**src/rtl/dswd_pkg.sv**
```systemverilog
package dswd_pkg;

    // Field and register widths
    localparam int SAMPLE_W   = 10;
    localparam int ELAPSED_W  = 6;
    localparam int THR_W      = 10;
    localparam int DELAY_W    = 16;
    localparam int CFG_W      = 16;
    localparam int CFG_IDX_W  = 2;
    localparam int SUM_OUT_W  = 14;
    localparam int DARK_W     = 20;
    localparam int MEAN_W     = 10;
    localparam int SAMPLE_MAX = 1023;

    // Queue between front and back, and the most items the block can hold
    localparam int QDEPTH       = 2;
    localparam int MAX_INFLIGHT = QDEPTH + 2;
    localparam int INFLIGHT_W   = 3;

    // Register indexes
    localparam logic [CFG_IDX_W-1:0] REG_UP_THRESHOLD   = 2'd0;
    localparam logic [CFG_IDX_W-1:0] REG_DOWN_THRESHOLD = 2'd1;
    localparam logic [CFG_IDX_W-1:0] REG_SLEEP_DELAY    = 2'd2;

    // Register reset values
    localparam logic [THR_W-1:0]   UP_THRESHOLD_RST   = 10'd200;
    localparam logic [THR_W-1:0]   DOWN_THRESHOLD_RST = 10'd150;
    localparam logic [DELAY_W-1:0] SLEEP_DELAY_RST    = 16'd10;

    typedef struct packed {
        logic [SAMPLE_W-1:0]  sample;
        logic [ELAPSED_W-1:0] elapsed;
        logic                 closes;
    } item_t;

    typedef struct packed {
        logic  valid;
        item_t item;
    } queue_head_t;

    typedef struct packed {
        logic [THR_W-1:0]   up_threshold;
        logic [THR_W-1:0]   down_threshold;
        logic [DELAY_W-1:0] sleep_delay;
    } cfg_t;

endpackage

```
**src/rtl/dswd_front.sv**
```systemverilog
module dswd_front import dswd_pkg::*;
(
    input  logic                 clk,
    input  logic                 rst_n,
    input  logic                 in_valid,
    output logic                 in_stall,
    input  logic [SAMPLE_W-1:0]  light_sample,
    input  logic [ELAPSED_W-1:0] seconds_elapsed,
    output queue_head_t          head,
    input  logic                 pop
);

    localparam int PTR_W = $clog2(QDEPTH);
    localparam int CNT_W = $clog2(QDEPTH + 1);

    item_t             slot_reg [QDEPTH];
    logic [PTR_W-1:0]  wr_ptr_reg;
    logic [PTR_W-1:0]  wr_ptr_next;
    logic [PTR_W-1:0]  rd_ptr_reg;
    logic [PTR_W-1:0]  rd_ptr_next;
    logic [CNT_W-1:0]  count_reg;
    logic [CNT_W-1:0]  count_next;
    logic              push;
    item_t             new_item;

    // Stall while the queue is full
    assign in_stall = (count_reg == CNT_W'(QDEPTH));
    assign push     = in_valid && !in_stall;

    // Classify: a nonzero elapsed time closes the current second
    always_comb
    begin
        new_item.sample  = light_sample;
        new_item.elapsed = seconds_elapsed;
        new_item.closes  = (seconds_elapsed != '0);
    end

    // Advance pointers and occupancy
    always_comb
    begin
        wr_ptr_next = wr_ptr_reg;
        rd_ptr_next = rd_ptr_reg;
        if (push)
        begin
            wr_ptr_next = (wr_ptr_reg == PTR_W'(QDEPTH - 1)) ? '0 : wr_ptr_reg + 1'b1;
        end
        if (pop)
        begin
            rd_ptr_next = (rd_ptr_reg == PTR_W'(QDEPTH - 1)) ? '0 : rd_ptr_reg + 1'b1;
        end
        case ({push, pop})
            2'b10:   count_next = count_reg + 1'b1;
            2'b01:   count_next = count_reg - 1'b1;
            default: count_next = count_reg;
        endcase
    end

    always_ff @(posedge clk or negedge rst_n)
    begin
        if (!rst_n)
        begin
            wr_ptr_reg <= '0;
            rd_ptr_reg <= '0;
            count_reg  <= '0;
        end
        else
        begin
            wr_ptr_reg <= wr_ptr_next;
            rd_ptr_reg <= rd_ptr_next;
            count_reg  <= count_next;
        end
    end

    // Hold transferred items
    always_ff @(posedge clk)
    begin
        if (push)
        begin
            slot_reg[wr_ptr_reg] <= new_item;
        end
    end

    assign head.valid = (count_reg != '0);
    assign head.item  = slot_reg[rd_ptr_reg];

endmodule

```
**src/rtl/dswd_div.sv**
```systemverilog
module dswd_div
#(
    parameter int W  = 18,
    parameter int QW = 10
)
(
    input  logic          clk,
    input  logic          rst_n,
    input  logic          start,
    input  logic [W-1:0]  dividend,
    input  logic [W-1:0]  divisor,
    output logic          done,
    output logic [QW-1:0] quotient
);

    localparam int STEP_W = $clog2(QW);

    logic              busy_reg;
    logic              done_reg;
    logic [STEP_W-1:0] step_reg;
    logic [W-1:0]      rem_reg;
    logic [W-1:0]      dsr_reg;
    logic [QW-1:0]     quot_reg;
    logic              fits;

    // Restoring division, one quotient bit a cycle, most significant first
    assign fits = (rem_reg >= dsr_reg);

    always_ff @(posedge clk or negedge rst_n)
    begin
        if (!rst_n)
        begin
            busy_reg <= 1'b0;
            done_reg <= 1'b0;
            step_reg <= '0;
        end
        else
        begin
            done_reg <= 1'b0;
            if (start)
            begin
                busy_reg <= 1'b1;
                step_reg <= STEP_W'(QW - 1);
            end
            else if (busy_reg)
            begin
                step_reg <= step_reg - 1'b1;
                if (step_reg == '0)
                begin
                    busy_reg <= 1'b0;
                    done_reg <= 1'b1;
                end
            end
        end
    end

    // Shift divisor down and collect quotient bits
    always_ff @(posedge clk)
    begin
        if (start)
        begin
            rem_reg  <= dividend;
            dsr_reg  <= divisor << (QW - 1);
            quot_reg <= '0;
        end
        else if (busy_reg)
        begin
            if (fits)
            begin
                rem_reg <= rem_reg - dsr_reg;
            end
            dsr_reg  <= dsr_reg >> 1;
            quot_reg <= {quot_reg[QW-2:0], fits};
        end
    end

    assign done     = done_reg;
    assign quotient = quot_reg;

endmodule

```
**src/rtl/dswd_back.sv**
```systemverilog
module dswd_back import dswd_pkg::*;
#(
    parameter int WINDOW                 = 16,
    parameter int MAX_SAMPLES_PER_SECOND = 255
)
(
    input  logic                 clk,
    input  logic                 rst_n,
    input  cfg_t                 cfg,
    input  queue_head_t          head,
    output logic                 pop,
    output logic                 out_valid,
    input  logic                 out_stall,
    output logic                 get_up,
    output logic                 go_to_sleep,
    output logic [SUM_OUT_W-1:0] window_sum,
    output logic                 second_closed
);

    localparam int POS_W = $clog2(WINDOW);
    localparam int SUM_W = $clog2(WINDOW * SAMPLE_MAX + 1);
    localparam int ACC_W = $clog2(MAX_SAMPLES_PER_SECOND * SAMPLE_MAX + 1);
    localparam int CNT_W = $clog2(MAX_SAMPLES_PER_SECOND + 1);

    localparam logic [2:0] ST_IDLE    = 3'd0;
    localparam logic [2:0] ST_DIVIDE  = 3'd1;
    localparam logic [2:0] ST_UPDATE  = 3'd2;
    localparam logic [2:0] ST_COMPARE = 3'd3;
    localparam logic [2:0] ST_EMIT    = 3'd4;

    logic [2:0]           state_reg;
    logic [2:0]           state_next;
    item_t                item_reg;
    item_t                item_next;
    logic [POS_W-1:0]     pos_reg;
    logic [POS_W-1:0]     pos_next;
    logic [SUM_W-1:0]     sum_reg;
    logic [SUM_W-1:0]     sum_next;
    logic [MEAN_W-1:0]    mean_reg;
    logic [MEAN_W-1:0]    mean_next;
    logic [DARK_W-1:0]    dark_reg;
    logic [DARK_W-1:0]    dark_next;
    logic                 get_up_reg;
    logic                 get_up_next;
    logic                 sleep_reg;
    logic                 sleep_next;
    logic [ACC_W-1:0]     acc_reg;
    logic [ACC_W-1:0]     acc_next;
    logic [CNT_W-1:0]     cnt_reg;
    logic [CNT_W-1:0]     cnt_next;
    logic                 out_valid_reg;
    logic                 out_valid_next;
    logic                 out_get_up_reg;
    logic                 out_get_up_next;
    logic                 out_sleep_reg;
    logic                 out_sleep_next;
    logic [SUM_OUT_W-1:0] out_sum_reg;
    logic [SUM_OUT_W-1:0] out_sum_next;
    logic                 out_closed_reg;
    logic                 out_closed_next;

    logic [MEAN_W-1:0]    ring_mem [WINDOW];
    logic [MEAN_W-1:0]    rd_data_reg;
    logic [WINDOW-1:0]    ring_valid_reg;
    logic                 ring_we;
    logic [MEAN_W-1:0]    old_mean;

    logic                 div_start;
    logic                 div_done;
    logic [MEAN_W-1:0]    div_quot;

    logic [SUM_W-1:0]     up_scaled;
    logic [SUM_W-1:0]     down_scaled;
    logic                 sun_up;
    logic                 sun_down;
    logic [DARK_W:0]      dark_sum;
    logic [DARK_W-1:0]    dark_new;
    logic                 out_free;

    // Per-second mean
    dswd_div #(
        .W  (ACC_W),
        .QW (MEAN_W)
    ) u_div (
        .clk      (clk),
        .rst_n    (rst_n),
        .start    (div_start),
        .dividend (acc_reg),
        .divisor  (ACC_W'(cnt_reg)),
        .done     (div_done),
        .quotient (div_quot)
    );

    // Ring of means: registered read at the current position
    always_ff @(posedge clk)
    begin
        if (ring_we)
        begin
            ring_mem[pos_reg] <= mean_reg;
        end
        rd_data_reg <= ring_mem[pos_reg];
    end

    // Entries never written read as darkness
    always_ff @(posedge clk or negedge rst_n)
    begin
        if (!rst_n)
        begin
            ring_valid_reg <= '0;
        end
        else if (ring_we)
        begin
            ring_valid_reg[pos_reg] <= 1'b1;
        end
    end

    assign old_mean = ring_valid_reg[pos_reg] ? rd_data_reg : '0;

    // Threshold compare against the window sum
    assign up_scaled   = SUM_W'(cfg.up_threshold) * SUM_W'(WINDOW);
    assign down_scaled = SUM_W'(cfg.down_threshold) * SUM_W'(WINDOW);
    assign sun_up      = (sum_reg > up_scaled);
    assign sun_down    = (sum_reg <= down_scaled);

    // Saturating dark time
    assign dark_sum = {1'b0, dark_reg} + (DARK_W + 1)'(item_reg.elapsed);
    always_comb
    begin
        if (!sun_down)
        begin
            dark_new = '0;
        end
        else if (dark_sum[DARK_W])
        begin
            dark_new = '1;
        end
        else
        begin
            dark_new = dark_sum[DARK_W-1:0];
        end
    end

    assign out_free = !out_valid_reg || !out_stall;

    // Sequencer
    always_comb
    begin
        state_next      = state_reg;
        item_next       = item_reg;
        pos_next        = pos_reg;
        sum_next        = sum_reg;
        mean_next       = mean_reg;
        dark_next       = dark_reg;
        get_up_next     = get_up_reg;
        sleep_next      = sleep_reg;
        acc_next        = acc_reg;
        cnt_next        = cnt_reg;
        out_valid_next  = out_valid_reg && out_stall;
        out_get_up_next = out_get_up_reg;
        out_sleep_next  = out_sleep_reg;
        out_sum_next    = out_sum_reg;
        out_closed_next = out_closed_reg;
        pop             = 1'b0;
        div_start       = 1'b0;
        ring_we         = 1'b0;

        case (state_reg)
            ST_IDLE:
            begin
                if (head.valid)
                begin
                    pop       = 1'b1;
                    item_next = head.item;
                    if (head.item.closes)
                    begin
                        div_start  = 1'b1;
                        pos_next   = (pos_reg == POS_W'(WINDOW - 1)) ? '0 : pos_reg + 1'b1;
                        state_next = ST_DIVIDE;
                    end
                    else
                    begin
                        state_next = ST_EMIT;
                    end
                end
            end
            ST_DIVIDE:
            begin
                if (div_done)
                begin
                    mean_next  = (cnt_reg == '0) ? '0 : div_quot;
                    state_next = ST_UPDATE;
                end
            end
            ST_UPDATE:
            begin
                ring_we    = 1'b1;
                sum_next   = sum_reg - SUM_W'(old_mean) + SUM_W'(mean_reg);
                state_next = ST_COMPARE;
            end
            ST_COMPARE:
            begin
                get_up_next = sun_up;
                dark_next   = dark_new;
                sleep_next  = sun_down && (dark_new > DARK_W'(cfg.sleep_delay));
                acc_next    = '0;
                cnt_next    = '0;
                state_next  = ST_EMIT;
            end
            ST_EMIT:
            begin
                if (out_free)
                begin
                    out_valid_next  = 1'b1;
                    out_get_up_next = get_up_reg;
                    out_sleep_next  = sleep_reg;
                    out_sum_next    = SUM_OUT_W'(sum_reg);
                    out_closed_next = item_reg.closes;
                    if (cnt_reg < CNT_W'(MAX_SAMPLES_PER_SECOND))
                    begin
                        acc_next = acc_reg + ACC_W'(item_reg.sample);
                        cnt_next = cnt_reg + 1'b1;
                    end
                    state_next = ST_IDLE;
                end
            end
            default:
            begin
                state_next = ST_IDLE;
            end
        endcase
    end

    always_ff @(posedge clk or negedge rst_n)
    begin
        if (!rst_n)
        begin
            state_reg     <= ST_IDLE;
            pos_reg       <= '0;
            sum_reg       <= '0;
            dark_reg      <= '0;
            get_up_reg    <= 1'b0;
            sleep_reg     <= 1'b0;
            acc_reg       <= '0;
            cnt_reg       <= '0;
            out_valid_reg <= 1'b0;
        end
        else
        begin
            state_reg     <= state_next;
            pos_reg       <= pos_next;
            sum_reg       <= sum_next;
            dark_reg      <= dark_next;
            get_up_reg    <= get_up_next;
            sleep_reg     <= sleep_next;
            acc_reg       <= acc_next;
            cnt_reg       <= cnt_next;
            out_valid_reg <= out_valid_next;
        end
    end

    // Hold item and result payload
    always_ff @(posedge clk)
    begin
        item_reg       <= item_next;
        mean_reg       <= mean_next;
        out_get_up_reg <= out_get_up_next;
        out_sleep_reg  <= out_sleep_next;
        out_sum_reg    <= out_sum_next;
        out_closed_reg <= out_closed_next;
    end

    assign out_valid     = out_valid_reg;
    assign get_up        = out_get_up_reg;
    assign go_to_sleep   = out_sleep_reg;
    assign window_sum    = out_sum_reg;
    assign second_closed = out_closed_reg;

endmodule

```
**src/rtl/daylight_sleep_wake_detector.sv**
```systemverilog
// Daylight sleep/wake detector. Each transfer on the input carries a light
// sample and the seconds elapsed since the last one; a nonzero count closes
// the current second, whose integer mean enters a WINDOW-deep ring, and the
// window sum is checked against up_threshold*WINDOW and down_threshold*WINDOW
// to set get_up and, after more than sleep_delay dark seconds, go_to_sleep.
// Exactly one result follows each input, in order. In the back end an item
// that closes a second goes through divide, update and compare before emit,
// the restoring divider forming the mean one quotient bit a cycle. A
// two-entry queue lets inputs keep arriving while the back end works, and the
// result register lets the next item start while a result waits. The block
// must be configured through cfg_we/cfg_index/cfg_data only while it is idle,
// which the block does not enforce; writes past the last index are ignored.
module daylight_sleep_wake_detector import dswd_pkg::*;
#(
    parameter int WINDOW                 = 16,
    parameter int MAX_SAMPLES_PER_SECOND = 255
)
(
    input  logic                 clk,
    input  logic                 rst_n,
    input  logic                 cfg_we,
    input  logic [CFG_IDX_W-1:0] cfg_index,
    input  logic [CFG_W-1:0]     cfg_data,
    input  logic                 in_valid,
    output logic                 in_stall,
    input  logic [SAMPLE_W-1:0]  light_sample,
    input  logic [ELAPSED_W-1:0] seconds_elapsed,
    output logic                 out_valid,
    input  logic                 out_stall,
    output logic                 get_up,
    output logic                 go_to_sleep,
    output logic [SUM_OUT_W-1:0] window_sum,
    output logic                 second_closed
);

    cfg_t        cfg_reg;
    queue_head_t head;
    logic        pop;

    // Configuration registers
    always_ff @(posedge clk or negedge rst_n)
    begin
        if (!rst_n)
        begin
            cfg_reg.up_threshold   <= UP_THRESHOLD_RST;
            cfg_reg.down_threshold <= DOWN_THRESHOLD_RST;
            cfg_reg.sleep_delay    <= SLEEP_DELAY_RST;
        end
        else if (cfg_we)
        begin
            case (cfg_index)
                REG_UP_THRESHOLD:   cfg_reg.up_threshold   <= cfg_data[THR_W-1:0];
                REG_DOWN_THRESHOLD: cfg_reg.down_threshold <= cfg_data[THR_W-1:0];
                REG_SLEEP_DELAY:    cfg_reg.sleep_delay    <= cfg_data[DELAY_W-1:0];
                default:            ;
            endcase
        end
    end

    // Accept and classify
    dswd_front u_front (
        .clk             (clk),
        .rst_n           (rst_n),
        .in_valid        (in_valid),
        .in_stall        (in_stall),
        .light_sample    (light_sample),
        .seconds_elapsed (seconds_elapsed),
        .head            (head),
        .pop             (pop)
    );

    // Close seconds, track the window and drive results
    dswd_back #(
        .WINDOW                 (WINDOW),
        .MAX_SAMPLES_PER_SECOND (MAX_SAMPLES_PER_SECOND)
    ) u_back (
        .clk           (clk),
        .rst_n         (rst_n),
        .cfg           (cfg_reg),
        .head          (head),
        .pop           (pop),
        .out_valid     (out_valid),
        .out_stall     (out_stall),
        .get_up        (get_up),
        .go_to_sleep   (go_to_sleep),
        .window_sum    (window_sum),
        .second_closed (second_closed)
    );

endmodule

```
**config.mk**
```make
export PLATFORM = sky130hd
export DESIGN_NAME = daylight_sleep_wake_detector
export DESIGN_NICKNAME = d
export VERILOG_FILES = /design/src/rtl/dswd_pkg.sv /design/src/rtl/dswd_front.sv /design/src/rtl/dswd_div.sv /design/src/rtl/dswd_back.sv /design/src/rtl/daylight_sleep_wake_detector.sv
export SDC_FILE = /design/constraint.sdc
export NUM_CORES = 1
export LEC_CHECK = 0
export ABC_CLOCK_PERIOD_IN_PS = 4460
export BUFFER_PORTS_ARGS = -buffer_cell sky130_fd_sc_hd__buf_2
export CORE_MARGIN = 2
export CORE_UTILIZATION = 56
export DETAILED_ROUTE_END_ITERATION = 16
export MAX_ROUTING_LAYER = met4
export PLACE_DENSITY = 0.73
export RECOVER_POWER = 50
export SETUP_SLACK_MARGIN = 0.2
export SYNTH_ARGS = -nofsm -noshare
export SYNTH_HDL_FRONTEND = slang
export SYNTH_SLANG_ARGS = --single-unit
```
**constraint.sdc**
```tcl
create_clock -name clk -period 4.46 [get_ports clk]
set_input_delay 0.892 -clock clk [delete_from_list [all_inputs] [get_ports clk]]
set_output_delay 0.892 -clock clk [all_outputs]
set_load 0.01 [all_outputs]
```
## Word level (Yosys, flattened, before mapping)

Memory sizes are Yosys's and may differ from the RTL's. A register that Yosys moved wholly into a read port is not among the register bits.
Cells that the tools add are included.

- Flip-flop bits (word level): 221
- Latch bits: 0
- Memory bits (writable): 194
- ROM bits: 0
- Input port bits: 39
- Output and inout bits: 19
- Logic and storage cells: 142
- Memories: 2

- Add/sub/neg operators: 12
- $mul: 0
- Div/mod/pow operators: 0
- Order comparisons: 7
- Equality and inequality tests: 14
- Shift-type cells: 0
- Muxes and demuxes: 47
- Bitwise logic cells: 1
- Reductions and logical operators: 28

Memories:

| memory | depth | bits a word | rd ports | clocked after memory_dff | write ports | RTL line | source |
|---|---|---|---|---|---|---|---|
| u_back.ring_mem | 16 | 10 | 1 | 1 | 1 | dswd_back.sv:62 | `logic [MEAN_W-1:0] ring_mem [WINDOW];` |
| u_front.slot_reg | 2 | 17 | 1 | 0 | 1 | dswd_front.sv:16 | `item_t slot_reg [QDEPTH];` |

Operators by type and width:

| cell | count |
|---|---|
| $mux 18 | 5 |
| $mux 20 | 2 |
| $pmux 18 s2 | 1 |
| $mux 17 | 2 |
| $mux 1 | 22 |
| $add 20x6->21 | 1 |
| $gt 20x16->1 | 1 |
| $add 18x10->18 | 1 |
| $ge 18x17->1 | 1 |
| $sub 18x17->18 | 1 |
| $mux 8 | 2 |
| $or 16x16->16 | 1 |
| $pmux 8 s2 | 1 |
| $pmux 3 s5 | 1 |
| $add 14x10->14 | 1 |
| $gt 14x14->1 | 1 |
| $le 14x14->1 | 1 |
| $reduce_and 2->1 | 7 |
| $sub 14x10->14 | 1 |
| $mux 3 | 4 |
| $mux 4 | 3 |
| $mux 10 | 1 |
| $reduce_bool 2->1 | 5 |
| $reduce_and 3->1 | 3 |
| other kinds (28) | 40 |

## Longest topological paths before layout

An unclocked memory read counts as a cell.

- Depth after elaboration: 6
- Gate-level depth with buffers: 19
- Gate-level depth less buffers: 18

## Cells and area by module

A second synthesis with hierarchy kept.

- Cells, all modules: 1553
- Area total of the unflattened synthesis: 20333.3 um^2

By module, submodules not included:

| module | times used | cells an instance | area an instance (um^2) | sequential area each (um^2) |
|---|---|---|---|---|
| dswd_back | 1 | 1074 | 14342.5 | 8478.1 |
| dswd_div | 1 | 328 | 3084.2 | 1341.3 |
| dswd_front | 1 | 73 | 1481.4 | 1121.1 |
| daylight_sleep_wake_detector | 1 | 78 | 1425.1 | 912.1 |

## Worst setup path after synthesis

OpenSTA, ideal clock, no wires.

- Kind: reg-to-reg
- Start point: register u_back.pos_reg[0]
- End point: register u_back.sum_reg[12]
- Setup time: 133 ps
- Arrival time: 4366 ps
- Required time: 4327 ps
- Setup slack: -40 ps
- Cell stages (with the launch flop): 16
- Buffers on the path: 1
- Clock period less this slack: 4500 ps
- Cell sequence: dfrtp_1 -> clkbuf_1 -> mux4_2 -> mux4_2 -> and2_1 -> fa_1 -> inv_1 -> ha_1 -> nor2b_1 -> o21a_1 -> o21ai_1 -> a21oi_1 -> a2111oi_0 -> a21oi_1 -> xnor2_1 -> o21ai_0

- Longest elaborated chain between the ends: 5

Ends and longest elaborated chain:

| item | RTL line | source |
|---|---|---|
| from (decl) | dswd_back.sv:35 | `logic [POS_W-1:0] pos_reg;` |
| from (signal assigned) | dswd_back.sv:250 | `pos_reg <= pos_next;` |
| $bmux 1 s4 | dswd_back.sv:117 | `assign old_mean = ring_valid_reg[pos_reg] ? rd_data_reg : '0;` |
| $mux 1 (implied by the code) | dswd_back.sv:117 |  |
| $mux 10 | dswd_back.sv:117 |  |
| $sub 14x10->14 | dswd_back.sv:197 | `sum_next = sum_reg - SUM_W'(old_mean) + SUM_W'(mean_reg);` |
| $add 14x10->14 | dswd_back.sv:197 |  |
| to (signal assigned) | dswd_back.sv:251 | `sum_reg <= sum_next;` |
| to (decl) | dswd_back.sv:37 | `logic [SUM_W-1:0] sum_reg;` |

No other way between the ends. The select of a mux whose other input is x is not followed.
A chain may end at the register's enable or synchronous reset.

## Final worst setup path

Ends and elaborated chain as after synthesis.

==> results.toml <==
[detailed_routing]
route.detailed.drc = 0
wl_per_cell_um = 18.7
first_iter_violations = 741
vias_per_cell = 5.79
highest_layer = "met4"
postRouteAntennaNets = 0
dr.pass1.iters = 5
route.met3.wl_mm = 1.85
num_vias = 12221
wl_met1_mm = 17.1
route.met2.wl_mm = 19.6
wirelength_mm = 39.4

[clocking]
clock-sinks = 425
cts-root-buf = "clkbuf_16"
clk_latency_ns = 0.57
cts_max_level = 2
cts_tree = "built"
cts-buffers-inserted = 44
clk_pin_slew_ns = 0.06
clk_path_buf_depth = 3

[logic_synthesis]
synth_cells = 1545
ys_warn_count = 0
ys_types = 72
synth_seq_cells = 425
synthFlopType = "edfxtp_1"
synth_edf_count = 264
syn_avg_cell_area_um2 = 12.9
synth_seq_area_share_pct = 59.1
ys_async_sr_fraction_pct = 31.1
synthesis.area_um2 = 20000
synth_fp_nets = 1688

[setup_path]
crit_chain = "mux4_2 -> mux4_2 -> buf_6 -> and2_1 -> fa_1 -> inv_2 -> ha_4 -> o21a_1 -> o21a_1 -> nand3_1 -> a21oi_2 -> a2111oi_4 -> a21oi_1 -> xnor2_1 -> o21ai_1"
ff2ff_path_depth = 15
cp_slowest_stage_delay_ns = 0.58
slowest_stage = "mux4_2"
crit_required_ns = 4.89
critPathTopFamily = "multiplexers"
crit_arrival_ns = 4.55
path_buf_inv = 2
critPathMaxFanout = 6
startpoint = "u_back.pos_reg[0]$_DFFE_PN0P_"
rrSetupSlack_ns = 0.33
r2r-end = "u_back.sum_reg[12]$_DFFE_PN0P_"
startpoint_type = "flip-flop"
r2r_start = "u_back.pos_reg[0]$_DFFE_PN0P_"
cp-end-kind = "flip-flop"
path_class = "reg2reg"

[sta]
skew_ns = 0.0236
rsz0062_at_grt = "false"
final.min_clock_period_ns = 4.13
hold_viol = 0
tightest_slew_ns = 2.91
setup_viol = 0
timing.final.crit_share_pct = 92.5
drv_slew = 112
tns_ns = 0
max_freq_ghz = 0.242
max_slew_margin_pct = -94.2

[placed_design]
port_buffers = 57
hpwl_mm = 26.4
dp.cells = 2031
gp_congestion = 0.883

[final_layout]
post-route-util_pct = 62.9
antenna_cells = 0
final_layout_size_suffix_gt1_share_pct = 16.7
fillers = 2643
largest_reg_flops = 160
most-common-layout-cells = "264 x edfxtp_1, 121 x dfrtp_1, 117 x inv_1"
final_cells = 2112
syn_to_final_growth_pct = 11.4
nets = 1761
layout_commonest_cell = "edfxtp_1"

[global_routing]
grt_pass1_wl_mm = 63.6
grt_max_degree = 112
antenna_found_initial = 0
gr-total-overflow = 0
grt_usage_pct = 22.5
grt_pass1_vias = 12193

[run]
maxCapViolCount = 1

[die]
fp-row-count = 69
die_h_um = 193
dieArea_um2 = 37200
coreArea_um2 = 35400
io_pins = 58
start_util_pct = 56.5
die_w_um = 193

[pwr]
p_per_area_nw_per_um2 = 686
p_leak_nw = 8.93
peakVddDrop_v = 0.000448

[min_path]
hold_depth = 0
hold_end = "u_back.second_closed$_DFFE_PP_"
min_path_type = "reg2reg"
hold_start = "u_back.item_reg[0]$_DFFE_PP_"

[status]
outcome = "finished, violations left"
violations = "max-capacitance violations, max-slew violations"
power by group:
group          internal, W  switching, W
sequential         0.00518      0.000569
clock              0.00206       0.00146
combinational      0.00267       0.00335
total              0.00991       0.00538
cells in the mapped netlist (all sizes together), types with 29 or more instances:
master | count | area share, %
edfxtp | 264 | 40
dfrtp | 123 | 15
inv | 118 | 2.2
nand2 | 110 | 2.1
nor2 | 96 | 1.8
ha | 91 | 5.7
a21oi | 83 | 2.1
o21ai | 74 | 1.9
mux4 | 55 | 6.2
mux2 | 45 | 2.5
nand3 | 43 | 1.1
clkbuf | 42 | 0.79
xor2 | 31 | 1.4
dfxtp | 29 | 2.9
how the worst max path moves through the flow:
stage | to | cells after the start
after global placement | u_back.sum_reg[12]$_DFFE_PN0P_ | 14
after global routing | u_back.sum_reg[12]$_DFFE_PN0P_ | 15
final | u_back.sum_reg[12]$_DFFE_PN0P_ | 15
after detailed placement | u_back.sum_reg[12]$_DFFE_PN0P_ | 14
after CTS | u_back.sum_reg[12]$_DFFE_PN0P_ | 15
after floorplan | u_back.sum_reg[12]$_DFFE_PN0P_ | 15
worst reg2reg max path, delay by kind of cell (launching register included):
kind	cells	cell delay (ns)
xor gates and xnor gates	1	0.18
buffers and inverters	2	0.21
and+or+nand+nor	2	0.26
DFF	1	0.46
AOI/OAI and AO/OA	6	1.00
adders and majority gates	2	0.76
muxes	2	1.10
metal layers:
metal  GRT usage, %  vias to the layer above
met1           29.5                     6086
met2           36.6                      269
met3           3.49                       61
met5              -                        -
met4           7.11                        0
li1               -                     5805
stage by stage:
stage	worst slack, ns	hold WS, ns	area [um2]	power, W
final	0.333	0.442	22300	0.0153
after global routing	0.116	0.455	22300	0.0163
after CTS	0.226	0.447	22200	0.0153
after detailed placement	0.0670	0.433	20900	0.0116
after global placement	0.124	0.427	20900	0.0114
after floorplan	0.226	0.400	20000	0.0102
cell type report:
type / instances / area [um2] / share of cell area [%]
sequential: 425 / 11800 / 53.1
clock buffer: 68 / 1260 / 5.67
multi-input combinational: 947 / 7620 / 34.2
inverter: 118 / 443 / 1.99
clock inverter: 11 / 108 / 0.483
tap: 461 / 577 / 2.59
timing repair buffer: 82 / 443 / 1.99
cells by family after synthesis:
logic type / count (synthesis) / share of synthesized area [%]
xor gates and xnor gates: 58 / 2.54
AOI/OAI and AO/OA: 271 / 8.63
adders and majority gates: 104 / 6.99
DFF: 425 / 59.1
muxes: 118 / 9.63
and+or+nand+nor: 396 / 9.75
buffers and inverters: 173 / 3.35
repair_timing:
action,in CTS,in global routing
gates resized for setup,2,13
pin swaps,0,7
setup endpoints to repair,2,3
buffers inserted,1,1
hold buffers,0,0
(Power assumes the default switching activity.)
